`config.mk`:
```
export PLATFORM = sky130hd
export DESIGN_NAME = c8_control
export DESIGN_NICKNAME = d
export VERILOG_FILES = /design/src/hdl/c8_pkg.sv /design/src/hdl/c8_control.sv
export VERILOG_INCLUDE_DIRS = /design/src /design/src/hdl
export SDC_FILE = /design/constraint.sdc
export NUM_CORES = 1
export LEC_CHECK = 0
export CELL_PAD_IN_SITES_DETAIL_PLACEMENT = 0
export CELL_PAD_IN_SITES_GLOBAL_PLACEMENT = 2
export CORE_ASPECT_RATIO = 1.25
export CORE_UTILIZATION = 35
export CTS_CLUSTER_DIAMETER = 50
export DETAILED_ROUTE_END_ITERATION = 10
export DONT_BUFFER_PORTS = 1
export PLACE_DENSITY = 0.81
export SLEW_MARGIN = 20
export SYNTH_ARGS = -nofsm -noshare
export SYNTH_HDL_FRONTEND = slang
export SYNTH_SLANG_ARGS = --single-unit
```
`constraint.sdc`:
```
create_clock -name clk -period 5.1 [get_ports clk]
set_input_delay 0.51 -clock clk [delete_from_list [all_inputs] [get_ports clk]]
set_output_delay 0.51 -clock clk [all_outputs]
set_load 0.01 [all_outputs]
```
`src/hdl/chip8_instruction_core_defines.svh`:
```
// assertion macros shared by the core's modules
`ifndef CHIP8_INSTRUCTION_CORE_DEFINES_SVH
`define CHIP8_INSTRUCTION_CORE_DEFINES_SVH

`ifndef SYNTH
`define C8_ASSERT_NOW(lbl, ante, cons) \
    lbl: assert property (@(posedge clk) disable iff (!rst_n) (ante) |-> (cons)) \
        else $error("c8 check failed");
`define C8_ASSERT_NEXT(lbl, ante, cons) \
    lbl: assert property (@(posedge clk) disable iff (!rst_n) (ante) |=> (cons)) \
        else $error("c8 check failed");
`else
`define C8_ASSERT_NOW(lbl, ante, cons)
`define C8_ASSERT_NEXT(lbl, ante, cons)
`endif

`endif

```
`src/hdl/c8_pkg.sv`:
```
package c8_pkg;

    localparam int MEM_SIZE      = 4096;
    localparam int STACK_DEPTH   = 16;
    localparam int SCREEN_W      = 64;
    localparam int SCREEN_H      = 32;
    localparam int PROGRAM_START = 512;

    localparam int AW  = $clog2(MEM_SIZE);
    localparam int SIW = $clog2(STACK_DEPTH);
    localparam int SPW = $clog2(STACK_DEPTH + 1);
    localparam int RW  = $clog2(SCREEN_H);
    localparam int XW  = $clog2(SCREEN_W);
    localparam int FONT_BYTES = 80;

    // item commands
    localparam logic [2:0] CMD_WRITE = 3'd0;
    localparam logic [2:0] CMD_STEP  = 3'd1;
    localparam logic [2:0] CMD_KEY   = 3'd2;
    localparam logic [2:0] CMD_ROW   = 3'd3;
    localparam logic [2:0] CMD_READ  = 3'd4;

    // status codes
    localparam logic [1:0] ST_OK      = 2'd0;
    localparam logic [1:0] ST_UNKNOWN = 2'd1;
    localparam logic [1:0] ST_OVER    = 2'd2;
    localparam logic [1:0] ST_UNDER   = 2'd3;

    // opcode groups (top nibble)
    localparam logic [3:0] OPG_SYS  = 4'h0;
    localparam logic [3:0] OPG_JP   = 4'h1;
    localparam logic [3:0] OPG_CALL = 4'h2;
    localparam logic [3:0] OPG_SE   = 4'h3;
    localparam logic [3:0] OPG_SNE  = 4'h4;
    localparam logic [3:0] OPG_SEV  = 4'h5;
    localparam logic [3:0] OPG_LD   = 4'h6;
    localparam logic [3:0] OPG_ADD  = 4'h7;
    localparam logic [3:0] OPG_ALU  = 4'h8;
    localparam logic [3:0] OPG_SNEV = 4'h9;
    localparam logic [3:0] OPG_LDI  = 4'hA;
    localparam logic [3:0] OPG_JPV  = 4'hB;
    localparam logic [3:0] OPG_RND  = 4'hC;
    localparam logic [3:0] OPG_DRW  = 4'hD;
    localparam logic [3:0] OPG_SKP  = 4'hE;
    localparam logic [3:0] OPG_MISC = 4'hF;

    localparam logic [15:0] OPC_CLS = 16'h00E0;
    localparam logic [15:0] OPC_RET = 16'h00EE;

    // alu sub-codes
    localparam logic [3:0] ALU_MOV = 4'h0;
    localparam logic [3:0] ALU_OR  = 4'h1;
    localparam logic [3:0] ALU_AND = 4'h2;
    localparam logic [3:0] ALU_XOR = 4'h3;
    localparam logic [3:0] ALU_ADD = 4'h4;
    localparam logic [3:0] ALU_SUB = 4'h5;
    localparam logic [3:0] ALU_SHR = 4'h6;
    localparam logic [3:0] ALU_SBN = 4'h7;
    localparam logic [3:0] ALU_SHL = 4'hE;

    // low-byte codes
    localparam logic [7:0] LO_SKP  = 8'h9E;
    localparam logic [7:0] LO_SKNP = 8'hA1;
    localparam logic [7:0] LO_GDT  = 8'h07;
    localparam logic [7:0] LO_WKEY = 8'h0A;
    localparam logic [7:0] LO_SDT  = 8'h15;
    localparam logic [7:0] LO_SST  = 8'h18;
    localparam logic [7:0] LO_ADDI = 8'h1E;
    localparam logic [7:0] LO_FONT = 8'h29;
    localparam logic [7:0] LO_BCD  = 8'h33;
    localparam logic [7:0] LO_STO  = 8'h55;
    localparam logic [7:0] LO_LDM  = 8'h65;

    localparam logic [15:0] LFSR_SEED = 16'hACE1;
    localparam logic [15:0] LFSR_MASK = 16'hB400;

    typedef enum logic [4:0] {
        OP_NONE,
        OP_CLEAR,
        OP_MEMWR,
        OP_MEMRD,
        OP_KEY,
        OP_FETCH0,
        OP_FETCH1,
        OP_FETCH2,
        OP_READ_VX,
        OP_READ_VY,
        OP_EXEC,
        OP_DRAW_RD,
        OP_DRAW_WR,
        OP_DRAW_FLAG,
        OP_BCD_WR,
        OP_STORE_WR,
        OP_LOAD_RD,
        OP_LOAD_WR,
        OP_RETIRE,
        OP_RESULT
    } dp_op_t;

    typedef struct packed {
        logic   take;
        dp_op_t op;
    } dp_cmd_t;

    typedef struct packed {
        logic [2:0]  cmd;
        logic        waiting;
        logic [15:0] opc;
        logic [4:0]  cnt;
        logic        clear_last;
    } dp_stat_t;

    function automatic logic [7:0] font_byte(input logic [6:0] idx);
        logic [7:0] b;
        case (idx)
            7'd0, 7'd4, 7'd10, 7'd12, 7'd14, 7'd15, 7'd17, 7'd19, 7'd22, 7'd25,
            7'd27, 7'd29, 7'd30, 7'd32, 7'd34, 7'd35, 7'd40, 7'd42, 7'd44,
            7'd45, 7'd47, 7'd49, 7'd50, 7'd52, 7'd60, 7'd64, 7'd70, 7'd72,
            7'd74, 7'd75, 7'd77:                  b = 8'hF0;
            7'd1, 7'd2, 7'd3, 7'd20, 7'd21, 7'd33, 7'd41, 7'd43, 7'd46, 7'd51,
            7'd53, 7'd54, 7'd56, 7'd58, 7'd66, 7'd67, 7'd68: b = 8'h90;
            7'd5, 7'd7, 7'd8, 7'd37:             b = 8'h20;
            7'd6:                                 b = 8'h60;
            7'd9:                                 b = 8'h70;
            7'd11, 7'd16, 7'd18, 7'd23, 7'd24, 7'd28, 7'd36, 7'd48: b = 8'h10;
            7'd13, 7'd26, 7'd31, 7'd61, 7'd62, 7'd63, 7'd71, 7'd73, 7'd76,
            7'd78, 7'd79:                         b = 8'h80;
            7'd38, 7'd39:                         b = 8'h40;
            7'd55, 7'd57, 7'd59, 7'd65, 7'd69:   b = 8'hE0;
            default:                              b = 8'h00;
        endcase
        return b;
    endfunction

endpackage

```
`src/hdl/c8_control.sv`:
```
`include "chip8_instruction_core_defines.svh"

module c8_control (
    input  logic               clk,
    input  logic               rst_n,
    input  logic               in_valid,
    output logic               in_ready,
    output logic               out_valid,
    input  logic               out_ready,
    output c8_pkg::dp_cmd_t    cmd,
    input  c8_pkg::dp_stat_t   stat
);

    typedef enum logic [4:0] {
        S_CLEAR,
        S_IDLE,
        S_DISPATCH,
        S_F1,
        S_F2,
        S_VX,
        S_VY,
        S_EXEC,
        S_DRD,
        S_DWR,
        S_DFLAG,
        S_BCD,
        S_STO,
        S_LRD,
        S_LWR,
        S_RETIRE,
        S_DONE
    } state_t;

    state_t state_reg;
    state_t state_next;
    logic   out_valid_reg;
    logic   take;
    logic   slot_free;

    logic [3:0] o_hi;
    logic [3:0] o_x;
    logic [3:0] o_n;
    logic [7:0] o_kk;
    logic       is_draw;
    logic       is_bcd;
    logic       is_sto;
    logic       is_ldm;

    assign o_hi = stat.opc[15:12];
    assign o_x  = stat.opc[11:8];
    assign o_n  = stat.opc[3:0];
    assign o_kk = stat.opc[7:0];
    assign is_draw = (o_hi == c8_pkg::OPG_DRW);
    assign is_bcd  = (o_hi == c8_pkg::OPG_MISC) && (o_kk == c8_pkg::LO_BCD);
    assign is_sto  = (o_hi == c8_pkg::OPG_MISC) && (o_kk == c8_pkg::LO_STO);
    assign is_ldm  = (o_hi == c8_pkg::OPG_MISC) && (o_kk == c8_pkg::LO_LDM);

    assign in_ready  = (state_reg == S_IDLE);
    assign take      = in_ready && in_valid;
    assign slot_free = !out_valid_reg || out_ready;
    assign out_valid = out_valid_reg;

    always_comb
    begin
        cmd.take   = take;
        cmd.op     = c8_pkg::OP_NONE;
        state_next = state_reg;
        unique case (state_reg)
            S_CLEAR:
            begin
                cmd.op = c8_pkg::OP_CLEAR;
                if (stat.clear_last)
                begin
                    state_next = S_IDLE;
                end
            end
            S_IDLE:
            begin
                if (take)
                begin
                    state_next = S_DISPATCH;
                end
            end
            S_DISPATCH:
            begin
                state_next = S_DONE;
                unique case (stat.cmd)
                    c8_pkg::CMD_WRITE: cmd.op = c8_pkg::OP_MEMWR;
                    c8_pkg::CMD_READ:  cmd.op = c8_pkg::OP_MEMRD;
                    c8_pkg::CMD_KEY:   cmd.op = c8_pkg::OP_KEY;
                    c8_pkg::CMD_STEP:
                    begin
                        if (!stat.waiting)
                        begin
                            cmd.op     = c8_pkg::OP_FETCH0;
                            state_next = S_F1;
                        end
                    end
                    default:
                    begin
                    end
                endcase
            end
            S_F1:
            begin
                cmd.op     = c8_pkg::OP_FETCH1;
                state_next = S_F2;
            end
            S_F2:
            begin
                cmd.op     = c8_pkg::OP_FETCH2;
                state_next = S_VX;
            end
            S_VX:
            begin
                cmd.op     = c8_pkg::OP_READ_VX;
                state_next = S_VY;
            end
            S_VY:
            begin
                cmd.op     = c8_pkg::OP_READ_VY;
                state_next = S_EXEC;
            end
            S_EXEC:
            begin
                cmd.op = c8_pkg::OP_EXEC;
                if (is_draw)
                begin
                    state_next = (o_n == 4'd0) ? S_DFLAG : S_DRD;
                end
                else if (is_bcd)
                begin
                    state_next = S_BCD;
                end
                else if (is_sto)
                begin
                    state_next = S_STO;
                end
                else if (is_ldm)
                begin
                    state_next = S_LRD;
                end
                else
                begin
                    state_next = S_RETIRE;
                end
            end
            S_DRD:
            begin
                cmd.op     = c8_pkg::OP_DRAW_RD;
                state_next = S_DWR;
            end
            S_DWR:
            begin
                cmd.op     = c8_pkg::OP_DRAW_WR;
                state_next = (stat.cnt + 5'd1 == {1'b0, o_n}) ? S_DFLAG : S_DRD;
            end
            S_DFLAG:
            begin
                cmd.op     = c8_pkg::OP_DRAW_FLAG;
                state_next = S_RETIRE;
            end
            S_BCD:
            begin
                cmd.op = c8_pkg::OP_BCD_WR;
                if (stat.cnt == 5'd2)
                begin
                    state_next = S_RETIRE;
                end
            end
            S_STO:
            begin
                cmd.op = c8_pkg::OP_STORE_WR;
                if (stat.cnt == {1'b0, o_x})
                begin
                    state_next = S_RETIRE;
                end
            end
            S_LRD:
            begin
                cmd.op     = c8_pkg::OP_LOAD_RD;
                state_next = S_LWR;
            end
            S_LWR:
            begin
                cmd.op     = c8_pkg::OP_LOAD_WR;
                state_next = (stat.cnt == {1'b0, o_x}) ? S_RETIRE : S_LRD;
            end
            S_RETIRE:
            begin
                cmd.op     = c8_pkg::OP_RETIRE;
                state_next = S_DONE;
            end
            S_DONE:
            begin
                if (slot_free)
                begin
                    cmd.op     = c8_pkg::OP_RESULT;
                    state_next = S_IDLE;
                end
            end
            default: state_next = S_IDLE;
        endcase
    end

    always_ff @(posedge clk or negedge rst_n)
    begin
        if (!rst_n)
        begin
            state_reg     <= S_CLEAR;
            out_valid_reg <= 1'b0;
        end
        else
        begin
            state_reg <= state_next;
            if (state_reg == S_DONE && slot_free)
            begin
                out_valid_reg <= 1'b1;
            end
            else if (out_ready)
            begin
                out_valid_reg <= 1'b0;
            end
        end
    end

    `C8_ASSERT_NOW(a_no_take_in_clear, state_reg == S_CLEAR, !in_ready)
    `C8_ASSERT_NEXT(a_take_leaves_idle, take, state_reg != S_IDLE)
    `C8_ASSERT_NEXT(a_result_posts, state_reg == S_DONE && slot_free, out_valid_reg)

endmodule

```
==> tab_implementation.tex, run 1 <==
\begin{tabular}{lr}
\hline
Metric & Value \\
\hline
\multicolumn{2}{l}{\textbf{Placed design}} \\
Final weighted congestion in routability-driven placement & about 0.84 \\
Input/output buffers & 0 \\
Instance area at placement & 896 sq um \\
HPWL after DPL & 1.76 mm \\
\multicolumn{2}{l}{\textbf{Detailed routing}} \\
Number of detailed-routing iterations run before antenna repair & 4 \\
Final routed wire length divided by cell count & 14.1 um \\
Routed Wire Length & 2.16 mm \\
Detailed-route via count & 868 \\
Post-route DRC & 0 \\
Drt initial violations & 18 \\
Antenna-violating nets left & 0 \\
Via count normalized by instance count & approximately 5.7 \\
\multicolumn{2}{l}{\textbf{Min path}} \\
Class of the worst hold path & in2reg \\
\multicolumn{2}{l}{\textbf{Clock network}} \\
CTS Root Cell & sky130\_fd\_sc\_hd\_\_clkbuf\_4 \\
TritonCTS buffer count & 3 \\
Maximum clock insertion buffer count & 2 \\
CTS tree & yes \\
CTS H-tree lvls & 1 \\
Clock-pin transition on the worst setup and hold timing paths & 0.05 ns \\
Clk Latency, worst-skew pair & about 0.24 ns \\
CTS Sinks & 6 \\
Buffers inserted by post-CTS timing repair & 0 \\
\multicolumn{2}{l}{\textbf{Floorplan}} \\
Die Ht & 58.8 um \\
Effective utilization at floorplan & 0.372 \\
Die area & $\sim$2800 sq um \\
Die Span X & 47.4 um \\
Number of ports placed on the die boundary & 38 \\
Area of the core & 2430 sq um \\
FP Rows & 20 \\
\multicolumn{2}{l}{\textbf{STA}} \\
Setup violation total in the final timing report & 0 \\
Setup TNS & 0 ns \\
Clock skew & between 0.004 and 0.005 ns \\
Max Clock Freq & 0.400 GHz \\
Count of final hold-check violations & 0 \\
RSZ-0062 raised after global routing & false \\
Final Cycle Share & 0.490 \\
Worst slew margin & 0.574 \\
Final Critical Period & 2.50 ns \\
Count of pins over their slew limit & 0 \\
Slew at the pin closest to its max-slew limit & around 0.63 ns \\
\multicolumn{2}{l}{\textbf{Layout}} \\
\# diodes & 0 \\
Max FFs per register & 5 \\
Post-Layout Inst Area & $\sim$930 sq um \\
Fill cell count & 285 \\
Synth-to-layout area growth & 2.77\% \\
Number of nets in the finished design & 154 \\
Fraction of final layout cells sized beyond drive strength 1 & 0.0750 \\
\multicolumn{2}{l}{\textbf{Power}} \\
Pint & 0.000176 W \\
Net Sw Power & between 0.00015 and 0.0002 W \\
Pwr per Cell Area & 371 nW/um\^{}2 \\
Pleak & $\sim$0.35 nW \\
Share of power burned in the clock network & 0.125 \\
Worst ir drop on vdd & 0.000159 V \\
Switching share of power & 0.488 \\
Relative contribution of sequential cells to total power & 0.340 \\
Part of the total power dissipated in combinational logic & 0.535 \\
\multicolumn{2}{l}{\textbf{Synthesis}} \\
Top cells by area in the synthesized netlist & sky130\_fd\_sc\_hd\_\_dfrtp\_1, sky130\_fd\_sc\_hd\_\_xnor2\_1, sky130\_fd\_sc\_hd\_\_xor2\_1, sky130\_fd\_sc\_hd\_\_o21ai\_0, sky130\_fd\_sc\_hd\_\_a21oi\_1 \\
Synth top cells by count & sky130\_fd\_sc\_hd\_\_nor2\_1, sky130\_fd\_sc\_hd\_\_o21ai\_0, sky130\_fd\_sc\_hd\_\_a21oi\_1, sky130\_fd\_sc\_hd\_\_nand2\_1, sky130\_fd\_sc\_hd\_\_nand3\_1 \\
Most used standard cell by instance count after synthesis & sky130\_fd\_sc\_hd\_\_nor2\_1 \\
Top-area cell type share of the netlist area & 0.166 \\
Fraction of registers with async set or reset after synthesis & 1.00 \\
Synthesis-stage register bit count & 6 \\
Synth Warn \# & 0 \\
Mapped Area & 903 sq um \\
Nets in the synthesized netlist & 157 \\
Post-synth EDFFs & 0 \\
Post-synth cell types & 41 \\
Post-synth top flop & sky130\_fd\_sc\_hd\_\_dfrtp\_1 \\
Gate count of the mapped netlist & 125 \\
Post-synth top area cell & sky130\_fd\_sc\_hd\_\_dfrtp\_1 \\
Average cell area after synthesis & around 7.2 sq um \\
Post-synthesis sequential area ratio & 0.166 \\
\multicolumn{2}{l}{\textbf{Global routing}} \\
Initial antenna violation count & 0 \\
Met3 usage & 0.0552 \\
Pin count of the biggest net entering global routing & 20 \\
Vias in the first global route & 858 \\
Wire length of the first global-routing pass & roughly 3.5 mm \\
Met1 GRT Util & 0.213 \\
Most Used Layer, Global Route & met2 \\
Total gr overflow & 0 \\
Overall global routing resource usage & 0.176 \\
Met2 usage in global routing & 0.290 \\
\multicolumn{2}{l}{\textbf{Worst setup path}} \\
Worst setup path category & reg2out \\
Worst setup path endpoint & cmd[1] \\
Beginning of the critical path & state\_reg[3] \\
Crit path arrival time & 1.99 ns \\
Worst reg-to-reg path cell count & 5 \\
FF-to-FF Start & state\_reg[0] \\
Endpoint kind of the worst setup timing path & primary output \\
Worst flop-to-flop path endpoint & state\_reg[0] \\
WP data required & 4.59 ns \\
Highest fanout seen on the critical path & 15 \\
Type of element launching the critical path & flip-flop \\
Reg-to-reg slack, setup & 3.27 ns \\
\multicolumn{2}{l}{\textbf{Outcome}} \\
Run status & complete, no violations \\
\multicolumn{2}{l}{\textbf{Flow run}} \\
Max-cap viol count & 0 \\
\hline
\end{tabular}
[layout make-up]
type,count,area (sq um),area share
sequential,6,150,0.162
inverter,4,15.0,0.0162
timing repair buffer,1,10.0,0.0108
multi-input combinational,106,689,0.743
tap,33,41.3,0.0445
clock buffer,3,22.5,0.0243
[logic make-up (layout without fill, tap and decap cells)]
kind of cell,after synthesis,after routing,synth area share
simple gates,54,54,0.334
buf+inv,13,8,0.0706
xor+xnor,12,12,0.116
mux,4,4,0.0457
flops,6,6,0.166
fa+ha+maj,2,2,0.0277
compound gates,34,34,0.240
[critical path: stages, from the launching register on]
cell                       delay, ns
sky130_fd_sc_hd__dfrtp_1        0.53
sky130_fd_sc_hd__or3_4          0.47
sky130_fd_sc_hd__or3b_2         0.47
sky130_fd_sc_hd__o211ai_1       0.27
[per-stage QoR]
step / setup slack [ns] / util / total power, W / hold WS, ns / std cells
after global placement: 2.89 / 0.369 / 0.000300 / 0.215 / 149
final: 2.60 / 0.382 / 0.000345 / 0.500 / 153
after global routing: 2.50 / 0.382 / 0.000378 / 0.502 / 153
after CTS: 2.60 / 0.382 / 0.000348 / 0.491 / 153
after detailed placement: 2.87 / 0.369 / 0.000301 / 0.215 / 149
after floorplan: 3.04 / - / 0.000283 / 0.214 / 125
[metal layers]
metal  share of wire  vias to the layer above  routed length (um)
met5               0                        -                   0
met2            0.53                       24                1140
met3           0.047                        2                 102
met1            0.42                      393                 905
li1                -                      449                   -
met4          0.0079                        0                  17
[cell usage in the layout, fill, tap and decap left out, types with 4 or more instances in the layout]
| cell | n |
|---|---|
| sky130_fd_sc_hd__o21ai_0 | 9 |
| sky130_fd_sc_hd__xor2_1 | 6 |
| sky130_fd_sc_hd__a21oi_1 | 8 |
| sky130_fd_sc_hd__nand3_1 | 7 |
| sky130_fd_sc_hd__nor2_1 | 10 |
| sky130_fd_sc_hd__a31oi_1 | 4 |
| sky130_fd_sc_hd__inv_1 | 4 |
| sky130_fd_sc_hd__dfrtp_1 | 6 |
| sky130_fd_sc_hd__nor4_1 | 5 |
| sky130_fd_sc_hd__nand2_1 | 8 |
| sky130_fd_sc_hd__nand2b_1 | 6 |
| sky130_fd_sc_hd__xnor2_1 | 6 |
[worst min path at each step]
stage / from / end / slack, ns / cells past startpoint
after floorplan: rst_n / out_valid / 0.21 / 0
after global placement: rst_n / out_valid / 0.21 / 0
after detailed placement: rst_n / state_reg[4] / 0.21 / 0
after CTS: stat[10] / state_reg[2] / 0.49 / 2
after global routing: stat[10] / state_reg[2] / 0.50 / 2
final: stat[10] / state_reg[2] / 0.50 / 2
[power by group through the flow]
stage / clock [W] / combinational (W) / sequential [W]
6_report: 0.0000430 / 0.000185 / 0.000117
5_1_grt: 0.0000479 / 0.000207 / 0.000123
4_1_cts: 0.0000449 / 0.000187 / 0.000116
3_5_place_dp: 0 / 0.000184 / 0.000117
3_3_place_gp: 0 / 0.000186 / 0.000114
2_1_floorplan: 0 / 0.000213 / 0.0000703
[repair_timing]
item | CTS | global route
resized for setup | 0 | 0
endpoints found under the hold margin | 6 | 0
hold buffers | 1 | 0
No activity file was read; power rests on OpenSTA's default activity.
==> run 2, diff against run 1 <==
--- a/config.mk
+++ b/config.mk
@@ -9,11 +9,11 @@
 export CELL_PAD_IN_SITES_DETAIL_PLACEMENT = 0
 export CELL_PAD_IN_SITES_GLOBAL_PLACEMENT = 2
 export CORE_ASPECT_RATIO = 1.25
-export CORE_UTILIZATION = 35
+export CORE_UTILIZATION = 29
 export CTS_CLUSTER_DIAMETER = 50
 export DETAILED_ROUTE_END_ITERATION = 10
 export DONT_BUFFER_PORTS = 1
-export PLACE_DENSITY = 0.81
+export PLACE_DENSITY = 0.71
 export SLEW_MARGIN = 20
 export SYNTH_ARGS = -nofsm -noshare
 export SYNTH_HDL_FRONTEND = slang
==> constraint.sdc (replaced) <==
create_clock -name clk -period 2.25 [get_ports clk]
set_input_delay 0.225 -clock clk [delete_from_list [all_inputs] [get_ports clk]]
set_output_delay 0.225 -clock clk [all_outputs]
set_load 0.01 [all_outputs]
==> tab_implementation.tex, run 2 (synthesis results as in run 1) <==
\begin{tabular}{lr}
\hline
Metric & Value \\
\hline
\multicolumn{2}{l}{\textbf{Detailed routing}} \\
Number of detailed-routing iterations run before antenna repair & 4 (unchanged) \\
Routed Wire Length & 2.35 mm (+8.8\%) \\
Via count normalized by instance count & 5.65 (-0.37\%) \\
Post-route DRC & 0 (unchanged) \\
Drt initial violations & 15 (-3) \\
Detailed-route via count & 910 (+4.8\%) \\
Antenna-violating nets left & 0 (unchanged) \\
Final routed wire length divided by cell count & 14.6 um (+3.4\%) \\
\multicolumn{2}{l}{\textbf{Worst setup path}} \\
Endpoint kind of the worst setup timing path & primary output \\
Crit-path slowest cell & sky130\_fd\_sc\_hd\_\_dfrtp\_1 \\
WP data required & 2.03 ns (-2.56 ns) \\
Worst flop-to-flop path endpoint & state\_reg[0] \\
Biggest cell delay along the critical path & 0.52 ns (about the same) \\
Cell chain of the critical path & nor2b\_1, or3b\_2, o211ai\_1 \\
Crit path arrival time & 1.85 ns (-0.14 ns) \\
Worst reg-to-reg path cell count & 5 (unchanged) \\
Highest fanout seen on the critical path & 11 (-4) \\
FF-to-FF Start & state\_reg[1] \\
Reg-to-reg slack, setup & 0.55 ns (-2.72 ns) \\
Type of element launching the critical path & flip-flop \\
Worst setup path category & reg2out \\
\multicolumn{2}{l}{\textbf{Clock network}} \\
TritonCTS buffer count & 3 (unchanged) \\
Clk Latency, worst-skew pair & 0.24 ns (about the same) \\
CTS tree & yes \\
CTS Root Cell & sky130\_fd\_sc\_hd\_\_clkbuf\_4 \\
CTS H-tree lvls & 1 (unchanged) \\
CTS resizes & 0 (unchanged) \\
Maximum clock insertion buffer count & 2 (unchanged) \\
CTS Sinks & 6 (unchanged) \\
Clock-pin transition on the worst setup and hold timing paths & 0.04 ns (about the same) \\
\multicolumn{2}{l}{\textbf{Global routing}} \\
Overall global routing resource usage & 0.155 (-0.0210) \\
Vias in the first global route & 930 (+8.4\%) \\
Initial antenna violation count & 0 (unchanged) \\
Pin count of the biggest net entering global routing & 18 (-10\%) \\
Wire length of the first global-routing pass & 3.97 mm (+13\%) \\
Total gr overflow & 0 (unchanged) \\
\multicolumn{2}{l}{\textbf{Floorplan}} \\
Die Span X & 51.9 um (+9.4\%) \\
Number of ports placed on the die boundary & 38 (unchanged) \\
Die area & 3340 sq um (+20\%) \\
Effective utilization at floorplan & 0.307 (-0.0655) \\
Area of the core & 2950 sq um (+21\%) \\
Die Ht & 64.4 um (+9.5\%) \\
FP Rows & 22 (+10\%) \\
\multicolumn{2}{l}{\textbf{Layout}} \\
Synth-to-layout area growth & 7.34\% \\
Final std cells w/o fill & 161 (+5.2\%) \\
\# diodes & 0 (unchanged) \\
Number of nets in the finished design & 159 (+3.2\%) \\
Fraction of final layout cells sized beyond drive strength 1 & 0.112 (+0.0370) \\
Most common cell after layout, fill and taps aside & sky130\_fd\_sc\_hd\_\_nor2\_1 \\
Max FFs per register & 5 (unchanged) \\
Commonest non-fill, non-tap cells in the layout & sky130\_fd\_sc\_hd\_\_nor2\_1, sky130\_fd\_sc\_hd\_\_o21ai\_0, sky130\_fd\_sc\_hd\_\_a21oi\_1, sky130\_fd\_sc\_hd\_\_nand2\_1, sky130\_fd\_sc\_hd\_\_nand3\_1 \\
\multicolumn{2}{l}{\textbf{STA}} \\
Final Cycle Share & 0.921 \\
Slew at the pin closest to its max-slew limit & 0.641 ns (+0.0102 ns) \\
Final Critical Period & 2.07 ns \\
Max Clock Freq & between 0.4 and 0.5 GHz \\
Setup violation total in the final timing report & 0 (unchanged) \\
Count of final hold-check violations & 0 (unchanged) \\
Worst slew margin & 0.567 (-0.00692) \\
Clock skew & 0.000874 ns (-0.00357 ns) \\
RSZ-0062 raised after global routing & false \\
Count of pins over their slew limit & 0 (unchanged) \\
Setup TNS & 0 ns (unchanged) \\
\multicolumn{2}{l}{\textbf{Power}} \\
Worst ir drop on vdd & 0.000360 V (+130\%) \\
Pwr per Cell Area & 857 nW/um\^{}2 (+130\%) \\
Pleak & 0.380 nW (+7.4\%) \\
\multicolumn{2}{l}{\textbf{Placed design}} \\
Placed Cells incl. Taps & 157 (+5.4\%) \\
Input/output buffers & 0 (unchanged) \\
Final weighted congestion in routability-driven placement & 0.772 (-8.0\%) \\
HPWL after DPL & 1.91 mm (+8.5\%) \\
\multicolumn{2}{l}{\textbf{Min path}} \\
Class of the worst hold path & in2reg \\
Destination of the worst hold path & state\_reg[2] \\
Count of cells along the worst hold path & 2 (unchanged) \\
Min-Delay Startpoint & stat[10] \\
\multicolumn{2}{l}{\textbf{Flow run}} \\
Max-cap viol count & 0 (unchanged) \\
\multicolumn{2}{l}{\textbf{Outcome}} \\
Run status & complete, no violations \\
\hline
\end{tabular}
==> run 2: layer usage <==
layer	GRT usage	up-vias	part of all wire
li1	-	462	-
met1	0.185	418	0.45
met2	0.263	28	0.48
met3	0.0286	2	0.059
met4	0.0608	0	0.0081
met5	0	-	0
==> run 2: what timing repair did <==
item	in CTS	in global routing
hold buffers	1	0
buffers inserted	0	0
setup endpoints to repair	0	0
endpoints found under the hold margin	6	0
==> run 2: worst max path at each step <==
stage	from	end	slack [ns]
after CTS	state_reg[1]	cmd[1]	0.19
after global placement	state_reg[1]	cmd[1]	0.49
after detailed placement	state_reg[1]	cmd[1]	0.45
final	state_reg[1]	cmd[1]	0.18
after global routing	state_reg[1]	cmd[1]	0.10
after floorplan	state_reg[2]	cmd[1]	0.47
==> run 2: final cells by class <==
type	count	area, sq um
timing repair buffer	6	47.5
inverter	4	15.0
clock buffer	3	22.5
tap	36	45.0
sequential	6	150
fill	324	1980
multi-input combinational	106	689
==> run 2: worst max-delay path: cells and delay by family, from the launching register on <==
| family | cells | cell delay [ns] |
|---|---|---|
| simple gates | 2 | 0.79 |
| compound gates | 1 | 0.30 |
| flops | 1 | 0.52 |
==> run 2: where the power goes <==
group	total [W]	internal [W]	switching (W)	leakage, nW
clock network	0.0000939	0.0000600	0.0000339	0.0138
registers	0.000188	0.000142	0.0000458	0.0799
logic	0.000550	0.000234	0.000316	0.286
==> run 2: per-stage QoR <==
stage / power [W] / setup slack [ns] / util / hold slack [ns] / area (sq um)
3_3_place_gp: 0.000735 / 0.494 / 0.318 / -0.0704 / 937
5_1_grt: 0.000912 / 0.101 / 0.329 / 0.212 / 970
3_5_place_dp: 0.000736 / 0.451 / 0.318 / -0.0704 / 937
2_1_floorplan: 0.000641 / 0.471 / - / -0.0706 / 903
4_1_cts: 0.000838 / 0.194 / 0.329 / 0.204 / 970
6_report: 0.000831 / 0.179 / 0.329 / 0.209 / 970
